`config.mk`:
```
export PLATFORM = sky130hd
export DESIGN_NAME = fmmn_queue
export DESIGN_NICKNAME = d
export VERILOG_FILES = /design/src/rtl/fmmn_pkg.sv /design/src/rtl/fmmn_queue.sv
export SDC_FILE = /design/constraint.sdc
export NUM_CORES = 1
export LEC_CHECK = 0
export ABC_CLOCK_PERIOD_IN_PS = 2100
export BUFFER_PORTS_ARGS = -buffer_cell sky130_fd_sc_hd__buf_4
export CORE_ASPECT_RATIO = 0.75
export CORE_MARGIN = 5
export CORE_UTILIZATION = 51
export DETAILED_ROUTE_END_ITERATION = 12
export PLACE_DENSITY = 0.73
export REMOVE_ABC_BUFFERS = 1
export SLEW_MARGIN = 20
export SYNTH_ARGS = -nofsm -noshare
export SYNTH_HDL_FRONTEND = slang
export SYNTH_SLANG_ARGS = --single-unit
```
`constraint.sdc`:
```
create_clock -name clk -period 2.1 [get_ports clk]
set_input_delay 0.525 -clock clk [delete_from_list [all_inputs] [get_ports clk]]
set_output_delay 0.525 -clock clk [all_outputs]
set_load 0.02 [all_outputs]
```
`src/rtl/fmmn_pkg.sv`:
```
// ----------------------------------------------------------------------------
// fmmn_pkg
// shared constants and types of the frame min-max normalizer
// ----------------------------------------------------------------------------
package fmmn_pkg;

	localparam int FRAME_LEN_DEF     = 1024;
	localparam int SAMPLE_BITS_DEF   = 16;
	localparam int FRACTION_BITS_DEF = 16;

	// work queue between front and back
	localparam int QUEUE_DEPTH = 4;
	localparam int QUEUE_LVL_W = $clog2(QUEUE_DEPTH + 1);

	typedef struct packed {
		logic [QUEUE_LVL_W-1:0] level;
		logic                   empty;
	} fmmn_qstat_t;

endpackage

```
`src/rtl/fmmn_queue.sv`:
```
// ----------------------------------------------------------------------------
// fmmn_queue
// small register fifo of work items between front and back
// ----------------------------------------------------------------------------
module fmmn_queue
	import fmmn_pkg::*;
	#(
	parameter int WIDTH = 3 * SAMPLE_BITS_DEF + 1
) (
	input  logic             clk,
	input  logic             arst_n,
	input  logic             push,
	input  logic [WIDTH-1:0] push_data,
	input  logic             pop,
	output logic [WIDTH-1:0] head,
	output fmmn_qstat_t      qstat
);

	localparam int QAW = $clog2(QUEUE_DEPTH);

	logic [WIDTH-1:0]       slot_q [QUEUE_DEPTH];
	logic [QAW-1:0]         wr_ptr_q, rd_ptr_q;
	logic [QUEUE_LVL_W-1:0] level_q;

	assign head        = slot_q[rd_ptr_q];
	assign qstat.level = level_q;
	assign qstat.empty = (level_q == '0);

	always_ff @(posedge clk) begin
		if (push) begin
			slot_q[wr_ptr_q] <= push_data;
		end
	end

	always_ff @(posedge clk or negedge arst_n) begin
		if (!arst_n) begin
			wr_ptr_q <= '0;
			rd_ptr_q <= '0;
			level_q  <= '0;
		end else begin
			if (push) begin
				wr_ptr_q <= (wr_ptr_q == QAW'(QUEUE_DEPTH - 1)) ? '0 : wr_ptr_q + 1'b1;
			end
			if (pop) begin
				rd_ptr_q <= (rd_ptr_q == QAW'(QUEUE_DEPTH - 1)) ? '0 : rd_ptr_q + 1'b1;
			end
			if (push && !pop) begin
				level_q <= level_q + 1'b1;
			end else if (pop && !push) begin
				level_q <= level_q - 1'b1;
			end
		end
	end

endmodule

```
Yosys cells after proc, flatten, opt, wreduce, memory -nomap -nowiden
Memories as Yosys holds them, arrays and structs flattened.
Cells that the tools add are included.
{"block": "totals", "out_inout_bits": 53, "n_memories": 1, "word_cells": 22, "in_bits": 53, "ramBits": 196, "latch_bits": 0, "mem_bits_ro": 0, "reg_bits": 7}
{"block": "op_classes", "n_addsub": 4, "n_eq_ne": 2, "n_lt_le_gt_ge": 0, "n_mux": 6, "n_reduce_logical": 6, "n_bitwise": 0, "mul": 0, "div_mod_pow": 0, "shifts": 0}
{"memory": "slot_q", "depth": 4, "word_bits": 49, "read_ports": 1, "rd_ports_with_merged_regs": 0, "write_ports": 1, "line": "fmmn_queue.sv:21", "text": "logic [WIDTH-1:0] slot_q [QUEUE_DEPTH];"}
{"cell": "$mux 3", "count": 2}
{"cell": "$add 2x1->2 const B", "count": 2}
{"cell": "$eq 2x2->1 const B", "count": 2}
{"cell": "$mux 2", "count": 2}
{"cell": "$add 3x1->3 const B", "count": 1}
{"cell": "$logic_not 3->1", "count": 1}
{"cell": "$sub 3x1->3 const B", "count": 1}
{"cell": "$logic_and 1x1->1", "count": 2}
{"cell": "$logic_not 1->1", "count": 2}
{"cell": "$mux 1", "count": 2}
{"cell": "$reduce_bool 2->1", "count": 1}

Logic depth before layout (Yosys ltp)
{"block": "logic_depth", "word_depth": 4, "mapped_depth": 7}

Worst setup path before layout
No wires, ideal clock.
{"block": "synth_path", "path_type": "flip-flop to flip-flop", "from": "reg wr_ptr_q[0]", "to": "mem slot_q[0][0] in the netlist's numbering (enable)", "t_arrival_ns": 1.793, "slack_ns": -0.105, "path_stages_with_launch": 4, "period_less_slack_ns": 2.205, "path_cell_list": "dfrtp_1 -> inv_1 -> ha_1 -> and2_1"}
{"element": "from (decl)", "line": "fmmn_queue.sv:22", "text": "logic [QAW-1:0] wr_ptr_q, rd_ptr_q;"}
{"element": "from (signal assigned)", "line": "fmmn_queue.sv:42", "text": "wr_ptr_q <= (wr_ptr_q == QAW'(QUEUE_DEPTH - 1)) ? '0 : wr_ptr_q + 1'b1;"}
{"element": "to (decl)", "line": "fmmn_queue.sv:21"}
No word-level cell before the write port.

Worst setup path after layout
{"block": "layout_path", "from": "reg rd_ptr_q[0]", "to": "out head[44]"}
{"block": "layout_via", "elab_chain_len": 1}
{"element": "from (decl)", "line": "fmmn_queue.sv:22"}
{"element": "from (signal assigned)", "line": "fmmn_queue.sv:45", "text": "rd_ptr_q <= (rd_ptr_q == QAW'(QUEUE_DEPTH - 1)) ? '0 : rd_ptr_q + 1'b1;"}
{"element": "$mem_v2 4x49"}
{"element": "to (decl)", "line": "fmmn_queue.sv:15", "text": "output logic [WIDTH-1:0] head,"}
Every way passes these cells.

==> run_results.csv <==
group,metric,value,unit
outcome,status,"complete, but fails checks",
outcome,violations,"setup timing",
clock_network,cts_sinks,203,
sta,skew,0.00671,ns
setup_path,critPathMaxStageDelay,0.54,ns
worst_hold_path,hold_class,"primary input to flop",
setup_path,r2r_slack,0.41,ns
route,drt_iter0_markers,210,
synthesis,yosys_warnings,0,
floorplan,num_io_pins,106,
clock_network,cts_buffer_depth,3,
sta,fmax,421,MHz
global_route,grt_max_degree,34,
sta,setup_tns,-11.63,ns
finish,fill_cells,956,
synthesis,syn_area,0.00754,mm^2
finish,drive_above_1_share,0.474,
synthesis,synthCells,293,
sta,setup_ws,-0.275,ns
sta,relSlewSlack,0.710,
route,routed_wl,13100,um
sta,rsz0062_at_grt,"yes",
route,vias,3390,
sta,period_share,1.13,
sta,setup_violations,49,
flow_run,max_cap_violations,0,
global_route,grt_pass1_wl,20600,um
finish,ff_latch_area,0.00607,mm^2
setup_path,crit_chain,"buf_12 -> mux4_2 -> buf_6",
finish,syn2layout_area_growth,26.2,%
sta,holdWs,0.256,ns
finish,layout_common_cells,"edfxtp_1, buf_4, mux4_2",
place,dp.cells,604,
setup_path,crit_buf_inv,2,
route,drc,0,
setup_path,cp_max_fo,16,
floorplan,die_y,115,um
finish,postLayoutCoreUtil,0.656,
finish,final_area,0.00951,mm^2
place,portBuffers,105,
setup_path,worstPathRequired,1.57,ns
synthesis,avgSynthCellArea,25.7,um^2
synthesis,ys_types,19,
route,viasPerCell,5.31,
floorplan,core_area,0.0145,mm^2
finish,layout_commonest_cell,"edfxtp_1",
sta,layout_min_cycle_time,2.38,ns
power_and_ir_drop,power.density,1460,mW/mm^2
floorplan,die_w,150,um
global_route,grt_pass1_vias,3654,
place,gp_congestion,0.676,
clock_network,cts.htree.levels,1,
finish,num-nets-final,487,
setup_path,cp-start-kind,"flop",
setup_path,cp_slowest_cell,"mux4_2",
place,dpl_cell_area,0.00871,mm^2
finish,multi_input_area,0.00132,mm^2
place,place.detailed.hpwl,8660,um
sta,worst_pin_slew,0.435,ns
clock_network,cts_root_buf,"clkbuf_16",
synthesis,synth_area_leader_cell,"edfxtp_1",
setup_path,worstSetupPathType,"flop to output pin",
setup_path,endpoint_kind,"output pin",
finish,final_cells,639,
clock_network,cts_tree,"built",
global_route,grt_overflow,0,
route,final_antenna_net_count,0,
clock_network,cts_buffers,19,
sta,hold_viol_final,0,
route,first_pass_iters,4,
power_and_ir_drop,total_leakage_power,0.00332,uW
power_and_ir_drop,ir_drop,0.000800,V
floorplan,rows,38,
synthesis,synth-seq-cells,203,
clock_network,clk_latency,0.47,ns
synthesis,ys_seq_area_frac,0.804,
sta,timing.final.max_slew_violations,0,
setup_path,critPathTopFamily,"multiplexers",
route,routedWlPerCell,20.5,um
floorplan,start_util,0.520,
clock_network,clkTransAtPathRegs,0.06,ns
synthesis,post-synth-top-area-fraction,0.781,
floorplan,die_area,0.0173,mm^2
synthesis,synthTopCellsByArea,"edfxtp_1, mux4_2, dfrtp_1",
setup_path,crit_arrival,1.85,ns
finish,antenna_cells,0,
global_route,gr-usage-all-layers,0.157,
global_route,antenna_found_initial,0,
## per-layer routing
| layer | up-vias | routed length (um) | track usage |
|---|---|---|---|
| met2 | 109 | 6340 | 0.255 |
| li1 | 1509 | - | - |
| met1 | 1755 | 5500 | 0.217 |
| met3 | 17 | 1130 | 0.0508 |
| met5 | - | 0 | 0 |
| met4 | 0 | 138 | 0.0250 |
## where the power goes
group | switching [uW] | total (uW) | internal, uW
Clock | 1320 | 3490 | 2170
Combinational | 2400 | 4920 | 2520
Sequential | 265 | 5470 | 5200
Total | 3980 | 13900 | 9890
## area by class of cell
cell class	count	area share
flip-flops and latches	203	0.638
clock buffers	27	0.0573
repair buffers	125	0.127
clock inverters	6	0.0107
inverters	4	0.00158
multi-input cells	74	0.139
well taps	200	0.0263
## final timing paths
kind / start / endpoint / depth (start not counted)
min reg2reg: level_q[2]$_DFFE_PN0P_ / level_q[2]$_DFFE_PN0P_ / 1
min: push_data[34] / slot_q[0][34]$_DFFE_PP_ / 1
max in group asynchronous: arst_n / rd_ptr_q[0]$_DFFE_PN0P_ / 2
max reg2reg: wr_ptr_q[0]$_DFFE_PN0P_ / slot_q[2][26]$_DFFE_PP_ / 4
max: rd_ptr_q[0]$_DFFE_PN0P_ / head[44] / 3
min in group asynchronous: arst_n / level_q[1]$_DFFE_PN0P_ / 2
## registers in the layout (all words and copies together) (netlist names)
name	cells
slot_q	196
rd_ptr_q	2
level_q	3
wr_ptr_q	2
## through the flow
step                power (uW)  setup WS [ns]
floorplan                 8160          -1.28
global placement         10100          0.197
detailed placement       10200          0.173
CTS                      14100         -0.309
global route             14500         -0.353
finish                   13900         -0.275
## logic make-up (layout without fill, tap and decap cells)
group,count (synthesis),after routing,synth area share
flops,203,203,0.804
buf+inv,16,162,0.0206
xor+xnor,3,3,0.00349
compound gates,2,2,0.00133
fa+ha+maj,7,7,0.0126
mux,52,52,0.151
simple gates,10,10,0.00647
## cell usage after synthesis, drive strengths merged
cell,number
nand2,2
nor3,1
inv,4
o21ai,2
and2,4
dfrtp,7
fa,1
ha,6
clkbuf,1
nor2,3
mux2,3
mux4,49
xnor2,1
buf,11
xor2,2
edfxtp,196
## worst reg2reg max path, delay by kind of cell, from the launching register on
| family | cells | cell delay, ns |
|---|---|---|
| flops | 1 | 0.41 |
| buf+inv | 2 | 0.44 |
| fa+ha+maj | 1 | 0.15 |
| simple gates | 1 | 0.35 |
## repair_timing
item | 4_1_cts | 5_1_grt
gates resized for setup | 39 | 1
hold buffers | 1 | 0
cloned | 0 | 0
buffers inserted | 1 | 0
setup endpoints to repair | 49 | 49
hold endpoints to repair | 7 | 0
No activity file was read; power rests on OpenSTA's default activity.
