## src/rtl/fmmn_pkg.sv

```systemverilog
// ----------------------------------------------------------------------------
// fmmn_pkg
// shared constants and types of the frame min-max normalizer
// ----------------------------------------------------------------------------
package fmmn_pkg;

	localparam int FRAME_LEN_DEF     = 1024;
	localparam int SAMPLE_BITS_DEF   = 16;
	localparam int FRACTION_BITS_DEF = 16;

	// work queue between front and back
	localparam int QUEUE_DEPTH = 4;
	localparam int QUEUE_LVL_W = $clog2(QUEUE_DEPTH + 1);

	typedef struct packed {
		logic [QUEUE_LVL_W-1:0] level;
		logic                   empty;
	} fmmn_qstat_t;

endpackage

```

## src/rtl/fmmn_ifs.sv

```systemverilog


interface fmmn_norm_if
	import fmmn_pkg::*;
	#(parameter int FRACTION_BITS = FRACTION_BITS_DEF) ();

	logic                   valid;
	logic                   ready;
	logic [FRACTION_BITS:0] normalized;
	logic                   frame_last;

	modport source (output valid, output normalized, output frame_last, input ready);
	modport sink (input valid, input normalized, input frame_last, output ready);

endinterface

```

## src/rtl/fmmn_back.sv

```systemverilog
// ----------------------------------------------------------------------------
// fmmn_back
// radix-2 restoring divider producing (sample - min) * 2^fb / range,
// followed by the result output register
// ----------------------------------------------------------------------------
module fmmn_back
	import fmmn_pkg::*;
	#(
	parameter int SAMPLE_BITS   = SAMPLE_BITS_DEF,
	parameter int FRACTION_BITS = FRACTION_BITS_DEF
) (
	input  logic                   clk,
	input  logic                   arst_n,
	input  logic [3*SAMPLE_BITS:0] head,
	input  fmmn_qstat_t            qstat,
	output logic                   pop,
	fmmn_norm_if.source            results
);

	localparam int SB = SAMPLE_BITS;
	localparam int FB = FRACTION_BITS;
	localparam int CW = $clog2(FB + 1);

	logic signed [SB-1:0] h_smp, h_lo, h_hi;
	logic                 h_last;
	logic [SB:0]          range_full, diff_full;
	logic [SB-1:0]        range, diff_raw, diff;

	logic          busy_q;
	logic [CW-1:0] cnt_q;
	logic [SB:0]   rem_q;
	logic [SB-1:0] div_q;
	logic [FB-1:0] quo_q;
	logic          last_q;

	logic          ge;
	logic [SB:0]   sub;
	logic [FB:0]   quo_nxt;
	logic          final_step, can_load, step;

	logic          ovld_q;
	logic [FB:0]   norm_q;
	logic          olast_q;

	assign h_smp  = head[3*SB:2*SB+1];
	assign h_lo   = head[2*SB:SB+1];
	assign h_hi   = head[SB:1];
	assign h_last = head[0];

	// operand setup from the queue head
	assign range_full = {h_hi[SB-1], h_hi} - {h_lo[SB-1], h_lo};
	assign range      = (range_full[SB-1:0] == '0) ? SB'(1) : range_full[SB-1:0];
	assign diff_full  = {h_smp[SB-1], h_smp} - {h_lo[SB-1], h_lo};
	assign diff_raw   = (h_smp > h_lo) ? diff_full[SB-1:0] : '0;
	assign diff       = (diff_raw > range) ? range : diff_raw;

	assign pop = !busy_q && !qstat.empty;

	// one quotient bit per cycle while busy; the last bit waits until the output register can load
	assign ge         = rem_q >= {1'b0, div_q};
	assign sub        = rem_q - (ge ? {1'b0, div_q} : '0);
	assign quo_nxt    = {quo_q, ge};
	assign final_step = busy_q && (cnt_q == '0);
	assign can_load   = !ovld_q || results.ready;
	assign step       = busy_q && (!final_step || can_load);

	always_ff @(posedge clk) begin
		if (pop) begin
			rem_q  <= {1'b0, diff};
			div_q  <= range;
			quo_q  <= '0;
			last_q <= h_last;
		end else if (step) begin
			rem_q <= {sub[SB-1:0], 1'b0};
			quo_q <= quo_nxt[FB-1:0];
		end
		if (final_step && can_load) begin
			norm_q  <= quo_nxt;
			olast_q <= last_q;
		end
	end

	always_ff @(posedge clk or negedge arst_n) begin
		if (!arst_n) begin
			busy_q <= 1'b0;
			cnt_q  <= '0;
			ovld_q <= 1'b0;
		end else begin
			if (pop) begin
				busy_q <= 1'b1;
				cnt_q  <= CW'(FB);
			end else if (step) begin
				if (final_step) begin
					busy_q <= 1'b0;
				end else begin
					cnt_q <= cnt_q - 1'b1;
				end
			end
			if (final_step && can_load) begin
				ovld_q <= 1'b1;
			end else if (results.ready) begin
				ovld_q <= 1'b0;
			end
		end
	end

	assign results.valid      = ovld_q;
	assign results.normalized = norm_q;
	assign results.frame_last = olast_q;

endmodule

```

## src/flat_wrapper.sv

```systemverilog
// flat-port wrapper written by rule: the top's interface ports become plain ports
module fmmn_back_flat import fmmn_pkg::*;
#(
	parameter int SAMPLE_BITS   = SAMPLE_BITS_DEF,
	parameter int FRACTION_BITS = FRACTION_BITS_DEF
)
  (clk, arst_n, head, qstat, pop, results_valid, results_normalized, results_frame_last, results_ready);
  fmmn_norm_if #(.FRACTION_BITS(FRACTION_BITS)) results_i ();
  input  logic clk;
  input  logic arst_n;
  input  logic [3*SAMPLE_BITS:0] head;
  input  fmmn_qstat_t qstat;
  output logic pop;
  output wire logic [$bits(results_i.valid)-1:0] results_valid;
  output wire logic [$bits(results_i.normalized)-1:0] results_normalized;
  output wire logic [$bits(results_i.frame_last)-1:0] results_frame_last;
  input wire logic [$bits(results_i.ready)-1:0] results_ready;
  assign results_valid = results_i.valid;
  assign results_normalized = results_i.normalized;
  assign results_frame_last = results_i.frame_last;
  assign results_i.ready = results_ready;
  fmmn_back #(.SAMPLE_BITS(SAMPLE_BITS), .FRACTION_BITS(FRACTION_BITS)) u_core (.clk(clk), .arst_n(arst_n), .head(head), .qstat(qstat), .pop(pop), .results(results_i));
endmodule
```

## config.mk

```make
export PLATFORM = sky130hd
export DESIGN_NAME = fmmn_back_flat
export DESIGN_NICKNAME = d
export VERILOG_FILES = /design/src/rtl/fmmn_pkg.sv /design/src/rtl/fmmn_ifs.sv /design/src/rtl/fmmn_back.sv /design/src/flat_wrapper.sv
export SDC_FILE = /design/constraint.sdc
export NUM_CORES = 1
export LEC_CHECK = 0
export BUFFER_PORTS_ARGS = -buffer_cell sky130_fd_sc_hd__buf_4
export CAP_MARGIN = 10
export CORE_ASPECT_RATIO = 0.9
export CORE_MARGIN = 3
export CORE_UTILIZATION = 55
export CTS_CLUSTER_SIZE = 30
export DETAILED_ROUTE_END_ITERATION = 8
export PLACE_DENSITY = 0.81
export SYNTH_ARGS = -nofsm -noshare
export SYNTH_HDL_FRONTEND = slang
export SYNTH_SLANG_ARGS = --single-unit
```

## constraint.sdc

```tcl
create_clock -name clk -period 5.4 [get_ports clk]
set_input_delay 0.27 -clock clk [delete_from_list [all_inputs] [get_ports clk]]
set_output_delay 0.27 -clock clk [all_outputs]
set_load 0.005 [all_outputs]
```

# After elaboration in Yosys (flattened, before gate mapping)
# Cells that the tools add are included.
op_classes:
  addsub: 4
  magnitude_cmp: 3
  n_eq_ne: 1
  muxes: 14
  n_reduce_logical: 17
op_table:
  columns: ["operator", "count"]
  rows:
  - ["$mux W16", 6]
  - ["$sub A16 B16 Y16", 3]
  - ["$gt A16 B16 Y1", 2]
  - ["$ge A17 B16 Y1", 1]
  - ["$logic_not A16 Y1", 1]
  - ["$mux W5", 3]
  - ["$reduce_bool A2 Y1", 3]
  - ["$logic_not A5 Y1", 1]
  - ["$mux W1", 5]
  - ["$sub A5 B1 Y5 const B", 1]
  - ["$logic_and A1 B1 Y1", 4]
  - ["$logic_not A1 Y1", 4]
  - ["$reduce_and A2 Y1", 2]
  - ["$logic_or A1 B1 Y1", 2]
  - ["$ne A2 B2 Y1 const B", 1]
totals:
  reg_bits: 75
  inputBits: 56
  output_inout_bits: 20
  elab_cells: 49

# Longest topological paths before layout
# Gate-level depths: netlist of run 1.
depth:
  depth_word: 7
  mapped_depth: 22
  mapped_depth_nobuf: 19

# Least setup slack after synthesis of run 1
# Ideal clock, no wire load.
synth_timing:
  path_kind: "input -> register"
  from: "input port head[19]"
  to: "register u_core.rem_q[7] (data pin)"
  setup_ns: 0.270
  arrival_ns: 3.897
  required_time_ns: 5.130
  path_slack_ns: 1.233
  path_stages: 21
  n_path_buf: 3
  path_cell_list: "inv_1 > ha_1 > nor2b_1 > o21a_1 > o21ai_1 > a21boi_1 > o31ai_1 > clkbuf_1 > a211oi_1 > and2_1 > ha_1 > o21ai_0 > nor2_1 > o21a_1 > o21ai_0 > a31o_2 > clkbuf_1 > clkbuf_1 > nor2_1 > a211oi_1 > a21oi_1"
synth_between:
  elab_chain_cells: 6
  elab_cells_between_ends: 9
  classes_between: "add/sub: 2; order compare: 2; mux: 4; reduce/logical: 1"
synth_rtl:
  columns: ["item", "line_no", "rtl"]
  rows:
  - ["from (decl)", "flat_wrapper.sv:11", "input logic [3*SAMPLE_BITS:0] head;"]
  - ["$sub A16 B16 Y16", "fmmn_back.sv:51", "assign range_full = {h_hi[SB-1], h_hi} - {h_lo[SB-1], h_lo};"]
  - ["$logic_not A16 Y1", "fmmn_back.sv:52", "assign range = (range_full[SB-1:0] == '0) ? SB'(1) : range_full[SB-1:0];"]
  - ["$mux W16", "fmmn_back.sv:52", null]
  - ["$gt A16 B16 Y1", "fmmn_back.sv:55", "assign diff = (diff_raw > range) ? range : diff_raw;"]
  - ["$mux W16 *", "fmmn_back.sv:55", null]
  - ["$mux W16 *", "fmmn_back.sv:68", "if (pop) begin"]
  - ["to (signal assigned)", "fmmn_back.sv:69", "rem_q <= {1'b0, diff};"]
  - ["to (signal assigned)", "fmmn_back.sv:74", "rem_q <= {sub[SB-1:0], 1'b0};"]
  - ["to (decl)", "fmmn_back.sv:31", "logic [SB:0] rem_q;"]
# Mark *: on every way between the ends. The rest lies on a longest branch, timed or not.
# A chain may end at the register's enable or synchronous reset.

# Final worst setup path of run 1
layout_timing:
  from: "register u_core.rem_q[6]"
  to: "register u_core.rem_q[16]"
layout_between:
  elab_chain_cells: 3
layout_rtl:
  columns: ["item", "line_no", "rtl"]
  rows:
  - ["$ge A17 B16 Y1", "fmmn_back.sv:60", "assign ge = rem_q >= {1'b0, div_q};"]
  - ["$mux W16", "fmmn_back.sv:61", "assign sub = rem_q - (ge ? {1'b0, div_q} : '0);"]
  - ["$sub A16 B16 Y16 *", "fmmn_back.sv:61", null]
# Marked as above.

==> flow_summary.json, run 1 <==
{
  "dp_slack_ps": 761.7,
  "postSynthCellCount": 708,
  "grt_overflow_total": 0,
  "cp_slowest_cell": "o21ai_1",
  "grt_max_degree": 28,
  "cp_data_arrival_time_ps": 4780,
  "finalNetCount": 917,
  "total_power_mw": 3.534,
  "cp_max_fo": 13,
  "place_congestion": 0.9983,
  "synthArstFlopShare": 0.09333,
  "clockBufferDepth": 2,
  "grt_pass1_wl_mm": 25.88,
  "run_status": "finished clean",
  "sw_frac_of_total": 0.4135,
  "cts_tree": "built",
  "antenna_left": 0,
  "postSynthAreaPerCell_sq_um": 8.686,
  "fmax_ghz": 0.2218,
  "cts_hold_buf": 1,
  "p_sw_mw": 1.461,
  "core-area_sq_mm": 0.01055,
  "seq_power_share": 0.297,
  "start_util": 0.5827,
  "crit_required_ps": 5670,
  "vdd.ir_drop.worst_v": 0.0002020,
  "synth.net_count": 847,
  "grt_setup_unrepaired": "false",
  "ys_types": 69,
  "cts-root-buf": "clkbuf_16",
  "yosysWarnings": 0,
  "synth-seq-cells": 75,
  "cts_buffers": 9,
  "die_area_sq_mm": 0.01249,
  "slew_headroom": 0.3748,
  "mostFrequentLayoutCell": "nand2_1",
  "layout_common_cells": "nand2_1 (82), ha_1 (80), buf_4 (78), inv_1 (67), a21oi_1 (64)",
  "timing.final.ws_setup_ps": 890.5,
  "internal_power_mw": 2.073,
  "clock_latency_ps": 330,
  "pwr-share-comb": 0.534,
  "clk_pin_slew_ps": 60,
  "areaGrowthSynthToFinish_pct": 16.17,
  "syn-cell-area_sq_mm": 0.006150,
  "finalCritPeriodShare": 0.8351,
  "cp_slowest_stage_delay_ps": 740,
  "endpoint_kind": "flip-flop",
  "p_per_area_mw_per_mm2": 494.7,
  "drive_gt1_frac": 0.1443,
  "viasPerCell": 6.010,
  "synthFlopType": "edfxtp_1",
  "antenna_found_initial": 0,
  "slew_violations": 0,
  "drcViolationCount": 0,
  "hpwl_mm": 12.23,
  "yosysSeqAreaShare": 0.3329,
  "chipWidth_um": 117.5,
  "post-route-min-period_ps": 4509,
  "htreeDepth": 3,
  "rows": 35,
  "critical_path_class": "flip-flop to flip-flop",
  "postCtsSetupRepairBufs": 0,
  "power_frac_clock": 0.169,
  "cts.sinks": 75,
  "hp-class": "primary input to flip-flop",
  "drv_cap": 0,
  "power.leakage_nw": 3.273,
  "num_vias": 5595,
  "finClkSkew_ps": 10.14,
  "wl_mm": 15.55,
  "cp_top_family": "compound AO/OA/AOI/OAI gates",
  "whs_ps": 111.1,
  "final_util": 0.6769,
  "hold_viol": 0,
  "portBuffers": 72,
  "dr.pass1.iters": 5,
  "cp_cell_sequence": "ha_1 -> and4_1 -> o211ai_1 -> o211a_1 -> o21ai_1 -> buf_4 -> nand2_1 -> ha_1 -> or2_2 -> a21oi_1 -> a31oi_1 -> a21o_1 -> a21oi_1 -> o21ai_0 -> nor4bb_1 -> a211o_1",
  "wl_per_cell_um": 16.70,
  "grtUsageTotal": 0.2505,
  "setup_violations": 0,
  "grt_pass1_vias": 5437,
  "start_kind": "flip-flop",
  "fp.dieH_um": 106.3,
  "drt-initial-drc-count": 439,
  "n_antenna_cell": 0,
  "critPathBufInv": 1,
  "cts_resized": 0,
  "worst_pin_slew_ps": 931.5,
  "synth-edff-count": 51,
  "num_io_pins": 76,
  "fin_setup_tns_ps": 0
}
==> worst register-to-register path: stages, from the launching register on <==
cell and delay, ps:
edfxtp_1 410, ha_1 310, and4_1 230, o211ai_1 120, o211a_1 240, o21ai_1 740
buf_4 300, nand2_1 70, ha_1 330, or2_2 290, a21oi_1 170, a31oi_1 110
a21o_1 230, a21oi_1 220, o21ai_0 190, nor4bb_1 370, a211o_1 150
==> layout make-up <==
class	count	area, sq um
Multi-Input combinational cell	544	3765
Sequential cell	75	2047
Tap cell	148	185.2
Timing Repair Buffer	79	595.6
Clock buffer	10	229.0
Clock inverter	6	63.81
Inverter	69	259.0
Fill cell	830	3410
==> layer usage <==
layer / wire, um / share of wire / global-route usage / vias up
met1: 6827 / 0.44 / 0.3237 / 2624
met2: 7270 / 0.47 / 0.4249 / 233
met4: 444 / 0.029 / 0.09623 / 0
met5: 0 / 0 / 0 / -
met3: 1008 / 0.065 / 0.04043 / 40
li1: - / - / - / 2698
==> per-stage QoR <==
stage,std cells,area [sq um]
after floorplan,708,6150
after global placement,913,6834
after detailed placement,913,6834
after CTS,930,7137
after global routing,931,7144
final,931,7144
==> sequential cells by signal, summed over array words and instances, names as in the netlist <==
name	cells
u_core.busy_q	1
u_core.div_q	16
u_core.results.valid	1
u_core.last_q	1
u_core.quo_q	16
u_core.cnt_q	5
u_core.rem_q	17
u_core.results.frame_last	1
u_core.results.normalized	17
==> cells in the mapped netlist, drive strengths merged (4+ instances only) <==
master | count | area share
a211oi | 13 | 0.016
a21boi | 4 | 0.0049
a21o | 14 | 0.017
a21oi | 64 | 0.052
a31oi | 5 | 0.0051
and2 | 7 | 0.0071
buf | 4 | 0.0031
clkbuf | 16 | 0.0098
dfrtp | 7 | 0.028
dfxtp | 17 | 0.055
edfxtp | 51 | 0.25
ha | 80 | 0.16
inv | 69 | 0.042
nand2 | 82 | 0.050
nand2b | 10 | 0.010
nand3 | 16 | 0.013
nand4 | 5 | 0.0051
nor2 | 54 | 0.033
nor2b | 11 | 0.011
nor3 | 16 | 0.013
o211ai | 7 | 0.0085
o21a | 10 | 0.012
o21ai | 42 | 0.034
o22ai | 5 | 0.0051
o31a | 5 | 0.0077
or2 | 4 | 0.0041
or3 | 4 | 0.0049
xnor2 | 15 | 0.021
xor2 | 13 | 0.019
==> power by group through the flow <==
stage / logic [mW] / clock network (mW) / registers (mW)
after CTS: 1.86 / 0.603 / 1.05
after detailed placement: 1.84 / 0 / 1.06
after floorplan: 1.38 / 0 / 1.02
after global placement: 1.73 / 0 / 1.04
final: 1.89 / 0.598 / 1.05
after global routing: 2.12 / 0.636 / 1.07
==> path summary, 6_finish.rpt <==
check                                               from                                 endpoint  slack, ps  depth (start not counted)
setup / recovery               u_core.rem_q[6]$_DFFE_PP_            u_core.rem_q[16]$_SDFFE_PP0P_        890                         16
hold / removal                                   head[0]                  u_core.last_q$_DFFE_PP_        110                          1
setup reg to reg               u_core.rem_q[6]$_DFFE_PP_            u_core.rem_q[16]$_SDFFE_PP0P_        890                         16
hold reg to reg            u_core.quo_q[15]$_SDFFE_PP0P_  u_core.results.normalized[16]$_DFFE_PP_        430                          0
max in group asynchronous                         arst_n              u_core.cnt_q[0]$_DFFE_PN0P_       4990                          2
min in group asynchronous                         arst_n         u_core.results.valid$_DFFE_PN0P_        280                          2
==> kinds of logic (layout without fill, tap and decap cells) <==
family          count (synthesis)  count (layout)  share of synthesized area
simple gates                  226             226                     0.1746
xor+xnor                       28              28                    0.03988
buf+inv                        89             164                    0.05493
compound gates                205             205                     0.2220
mux                             2               2                   0.003255
fa+ha+maj                      83              83                     0.1725
flops                          75              75                     0.3329
Note: power is estimated with default switching activity, not from simulation.
==> run 2: changes to the inputs <==
==> constraint.sdc (replaced) <==
create_clock -name clk -period 4.69 [get_ports clk]
set_input_delay 0.2345 -clock clk [delete_from_list [all_inputs] [get_ports clk]]
set_output_delay 0.2345 -clock clk [all_outputs]
set_load 0.005 [all_outputs]
==> run 2 against run 1 <==
- critical path depth increased by 3
- register-to-register slack worse by 380 ps
- core utilization rose by 0.14 points
==> flow_summary.json, run 2 (same netlist as run 1, synthesis figures left out) <==
{
  "cts-root-buf": "clkbuf_16",
  "antenna_found_initial": 0,
  "cp_data_arrival_time_ps": 4330,
  "areaGrowthSynthToFinish_pct": 16.42,
  "vdd.ir_drop.worst_v": 0.0002665,
  "dp_slack_ps": 214.3,
  "num_vias": 5590,
  "hp-class": "primary input to flip-flop",
  "dr.pass1.iters": 5,
  "hold_viol": 0,
  "antenna_left": 0,
  "grt_pass1_wl_mm": 25.23,
  "clockBufferDepth": 2,
  "core-area_sq_mm": 0.01055,
  "rows": 35,
  "grt_setup_unrepaired": "false",
  "mostFrequentLayoutCell": "nand2_1",
  "finalCritPeriodShare": 0.9118,
  "chipWidth_um": 117.5,
  "fillers": 815,
  "wl_per_cell_um": 16.55,
  "viasPerCell": 5.998,
  "grtUsageTotal": 0.2432,
  "critical_path_class": "primary input to flip-flop",
  "drcViolationCount": 0,
  "postCtsSetupRepairBufs": 0,
  "crit_required_ps": 4750,
  "wl_mm": 15.43,
  "slew_violations": 0,
  "endpoint_kind": "flip-flop",
  "cp_max_fo": 27,
  "portBuffers": 72,
  "start_util": 0.5827,
  "hpwl_mm": 11.76,
  "fmax_ghz": 0.2338,
  "post-route-min-period_ps": 4276,
  "timing.final.ws_setup_ps": 413.6,
  "power.leakage_nw": 3.278,
  "instances_no_fill": 932,
  "slew_headroom": 0.4171,
  "finClkSkew_ps": 6.107,
  "final_util": 0.6784,
  "cts_tree": "built",
  "grt_pass1_vias": 5465,
  "p_per_area_mw_per_mm2": 567.4,
  "run_status": "finished clean",
  "fin_setup_tns_ps": 0,
  "htreeDepth": 3,
  "start_kind": "primary input",
  "layout_common_cells": "nand2_1 (82), ha_1 (80), buf_4 (79), inv_1 (67), a21oi_1 (64)",
  "finalInstanceArea_sq_mm": 0.007159,
  "worst_pin_slew_ps": 873.4,
  "die_area_sq_mm": 0.01249,
  "clock_latency_ps": 330,
  "setup_violations": 0,
  "n_antenna_cell": 0,
  "grt_overflow_total": 0,
  "num_io_pins": 76,
  "cts_buffers": 9,
  "drt-initial-drc-count": 437,
  "clk_pin_slew_ps": 60,
  "fp.dieH_um": 106.3,
  "cts.sinks": 75,
  "grt_max_degree": 28,
  "drive_gt1_frac": 0.1454,
  "finalNetCount": 918,
  "place_congestion": 0.9761,
  "drv_cap": 0,
  "place_area_sq_mm": 0.006842,
  "dp.cells": 914
}
==> run 2: changes by cell type in the layout (fill, tap and decap cells not counted) <==
cell,delta
clkinv_4,+2
clkinv_2,-2
buf_4,+1
==> run 2: report_power, final <==
part / internal [mW] / switching, mW / leakage [nW] / total [mW]
combinational: 0.912 / 1.25 / 2.42 / 2.16
clock: 0.418 / 0.272 / 0.148 / 0.690
sequential: 1.06 / 0.149 / 0.711 / 1.21
==> run 2: routing by layer <==
metal,wire length [um],track usage,part of all wire,up-vias
li1,-,-,-,2713
met1,6777,0.3114,0.44,2621
met4,293,0.07866,0.019,0
met3,1022,0.03351,0.066,29
met2,7331,0.4278,0.48,227
met5,0,0,0,-
==> run 2: metrics by stage <==
step                      total power, mW  hold WS (ps)
after global routing                4.389         73.10
after CTS                           4.041         72.90
after detailed placement            3.305         52.24
final                               4.062         79.23
after global placement              3.192         51.47
after floorplan                     2.765        -61.09
==> run 2: final timing paths <==
check / from / endpoint / slack [ps] / cells after the start
max in group asynchronous: arst_n / u_core.cnt_q[4]$_DFFE_PN0P_ / 4320 / 2
min in group asynchronous: arst_n / u_core.cnt_q[0]$_DFFE_PN0P_ / 250 / 2
worst min register to register: u_core.quo_q[15]$_SDFFE_PP0P_ / u_core.results.normalized[16]$_DFFE_PP_ / 450 / 0
worst min-delay path: head[0] / u_core.last_q$_DFFE_PP_ / 80 / 1
worst max-delay path: head[18] / u_core.rem_q[10]$_DFFE_PP_ / 410 / 19
worst max register to register: u_core.rem_q[11]$_DFFE_PP_ / u_core.rem_q[15]$_DFFE_PP_ / 510 / 18
==> run 2: repair_timing <==
| action | CTS | global route |
|---|---|---|
| endpoints found under the hold margin | 7 | 0 |
| hold buffers | 1 | 0 |
| setup endpoints to repair | 0 | 0 |
| resized for setup | 0 | 0 |
==> run 2: worst max-delay path: stages <==
cell and delay [ps]:
buf_4 110, inv_1 70, ha_1 310, nor2b_1 150, o31a_1 280, o41a_1 360
a31o_2 280, a21oi_1 180, xor2_1 300, nor2_1 80, ha_1 290, a211oi_1 210
nor2_1 80, o21a_1 160, o21ai_0 220, a31o_2 530, o21ai_0 170, a31oi_1 260
a21oi_1 60
==> run 2: layout make-up <==
class	count	area, sq um	area share
inverter	69	259.0	0.03618
clock inverter	6	71.32	0.009962
clock buffer	10	229.0	0.03198
sequential	75	2047	0.2859
timing repair buffer	80	603.1	0.08424
multi-input combinational	544	3765	0.5259
tap	148	185.2	0.02587
==> run 3: changes to the inputs <==
--- a/config.mk
+++ b/config.mk
@@ -13,6 +13,7 @@
 export CTS_CLUSTER_SIZE = 30
 export DETAILED_ROUTE_END_ITERATION = 8
 export PLACE_DENSITY = 0.81
+export REMOVE_ABC_BUFFERS = 1
 export SYNTH_ARGS = -nofsm -noshare
 export SYNTH_HDL_FRONTEND = slang
 export SYNTH_SLANG_ARGS = --single-unit
==> run 3 against run 2 <==
- via count shrank 1.2%
- worst setup slack gained 4.0 ps
- cell area is essentially flat
- non-clock buffer count grew 1
- maximum frequency is essentially flat
- first-iteration DRC count grew 22%
- count of clock-buffer cells in the layout shrank 1
- final cell count grew 0.11%
- critical path depth is the same
- combinational power is essentially flat
- critical endpoint is now u_core.rem_q[5]$_DFFE_PP_
- highest routed layer unchanged
==> flow_summary.json, run 3 (same netlist as run 1, synthesis figures left out) <==
{
  "drt-initial-drc-count": 533,
  "die_area_sq_mm": 0.01249,
  "setup_violations": 0,
  "hold_viol": 0,
  "grt_overflow_total": 0,
  "grt_max_degree": 28,
  "whs_ps": 76.19,
  "grt-busiest-layer": "met2",
  "fin_setup_tns_ps": 0,
  "worst_pin_slew_ps": 823.3,
  "num_vias": 5523,
  "cts.sinks": 75,
  "wl_per_cell_um": 16.89,
  "rows": 35,
  "hpwl_mm": 12.13,
  "start_util": 0.5827,
  "finalCritPeriodShare": 0.9110,
  "final_util": 0.6778,
  "wl_mm": 15.75,
  "hp-class": "primary input to flip-flop",
  "endpoint_kind": "flip-flop",
  "cts-root-buf": "clkbuf_16",
  "grt_pass1_wl_mm": 25.79,
  "core-area_sq_mm": 0.01055,
  "dr.pass1.iters": 5,
  "drv_cap": 0,
  "finalNetCount": 919,
  "portBuffers": 72,
  "slew_headroom": 0.4506,
  "r2r-end": "u_core.rem_q[15]$_DFFE_PP_",
  "critical_path_class": "primary input to flip-flop",
  "r2r_start": "u_core.div_q[11]$_DFFE_PP_",
  "cp_data_arrival_time_ps": 4320,
  "cts_buffers": 9,
  "clk_pin_slew_ps": 70,
  "holdPathEnd": "u_core.last_q$_DFFE_PP_",
  "num_io_pins": 76,
  "grt_pass1_vias": 5520,
  "areaGrowthSynthToFinish_pct": 16.32,
  "met3_usage": 0.03191,
  "drcViolationCount": 0,
  "htreeDepth": 3,
  "vdd.ir_drop.worst_v": 0.0002346,
  "r2r_cells": 19,
  "clockBufferDepth": 2,
  "power.leakage_nw": 3.275,
  "place_congestion": 1.030,
  "crit_required_ps": 4740,
  "start_kind": "primary input",
  "chipWidth_um": 117.5,
  "whs_path_depth": 1,
  "slew_violations": 0,
  "hold_start": "head[0]",
  "p_per_area_mw_per_mm2": 567.3,
  "mostFrequentLayoutCell": "nand2_1",
  "antenna_found_initial": 0,
  "antenna_left": 0,
  "fmax_ghz": 0.2341,
  "clock_latency_ps": 330,
  "postCtsSetupRepairBufs": 0,
  "drive_gt1_frac": 0.1478,
  "gr-usage-met1": 0.3215,
  "use_met2": 0.4278,
  "fillers": 824,
  "r2r_setup_slack_ps": 550,
  "viasPerCell": 5.920,
  "layout_common_cells": "nand2_1 (82), ha_1 (80), buf_4 (80), inv_1 (67), a21oi_1 (64)",
  "cts_tree": "built",
  "n_antenna_cell": 0,
  "finClkSkew_ps": 7.043,
  "run_status": "finished clean",
  "grtUsageTotal": 0.2486,
  "fp.dieH_um": 106.3,
  "grt_setup_unrepaired": "false",
  "cp_max_fo": 27,
  "post-route-min-period_ps": 4272
}
-- run 3: per-layer routing --
| layer | vias up | part of all wire | routed length, um |
|---|---|---|---|
| li1 | 2703 | - | - |
| met1 | 2586 | 0.45 | 7091 |
| met2 | 197 | 0.48 | 7538 |
| met3 | 37 | 0.049 | 765 |
| met4 | 0 | 0.023 | 358 |
| met5 | - | 0 | 0 |
-- run 3: how the worst max path moves through the flow --
stage	startpoint	endpoint	slack (ps)	cells past startpoint
CTS	head[1]	u_core.rem_q[5]$_DFFE_PP_	460	20
floorplan	head[19]	u_core.rem_q[10]$_DFFE_PP_	560	18
detailed placement	head[1]	u_core.rem_q[5]$_DFFE_PP_	120	20
global route	head[1]	u_core.rem_q[15]$_DFFE_PP_	200	20
global placement	head[26]	u_core.rem_q[5]$_DFFE_PP_	250	18
finish	head[17]	u_core.rem_q[5]$_DFFE_PP_	420	19
-- run 3: layout make-up --
class                   count  area [sq um]  area share
inverters                  69         259.0     0.03621
multi-input cells         544          3765      0.5263
repair buffers             81         610.6     0.08536
flip-flops and latches     75          2047      0.2862
well taps                 148         185.2     0.02589
clock buffers               9         225.2     0.03149
clock inverters             7         61.31    0.008571
-- run 3: metrics by stage --
| step | total power [mW] | instance area [sq um] | std cells | setup slack [ps] |
|---|---|---|---|---|
| detailed placement | 3.323 | 6849 | 915 | 124.5 |
| CTS | 4.027 | 7146 | 932 | 462.3 |
| global placement | 3.199 | 6849 | 915 | 251.2 |
| floorplan | 2.745 | 6071 | 688 | 557.3 |
| finish | 4.058 | 7153 | 933 | 417.5 |
| global route | 4.390 | 7153 | 933 | 202.2 |
-- run 3: power by group --
group	leakage (nW)	switching (mW)	internal [mW]
logic	2.42	1.27	0.917
clock network	0.140	0.291	0.368
registers	0.711	0.151	1.06
total	3.27	1.71	2.34
-- run 3: timing repair --
action,CTS,global route
resized for setup,0,0
hold buffers,1,0
endpoints found under the hold margin,7,0
-- run 3: worst max-delay path: stages --
cell and delay, ps:
buf_4 120, ha_1 230, fa_1 410, nor2b_1 180, o21a_1 140, o21ai_1 90, a21boi_1 190, o31ai_1 170
a211oi_1 490, and2_1 220, ha_1 230, o21ai_0 150, nor2_1 60, o21a_1 160, o21ai_0 200, a31o_2 530
nor2_1 70, o21ai_0 300, o31ai_1 130
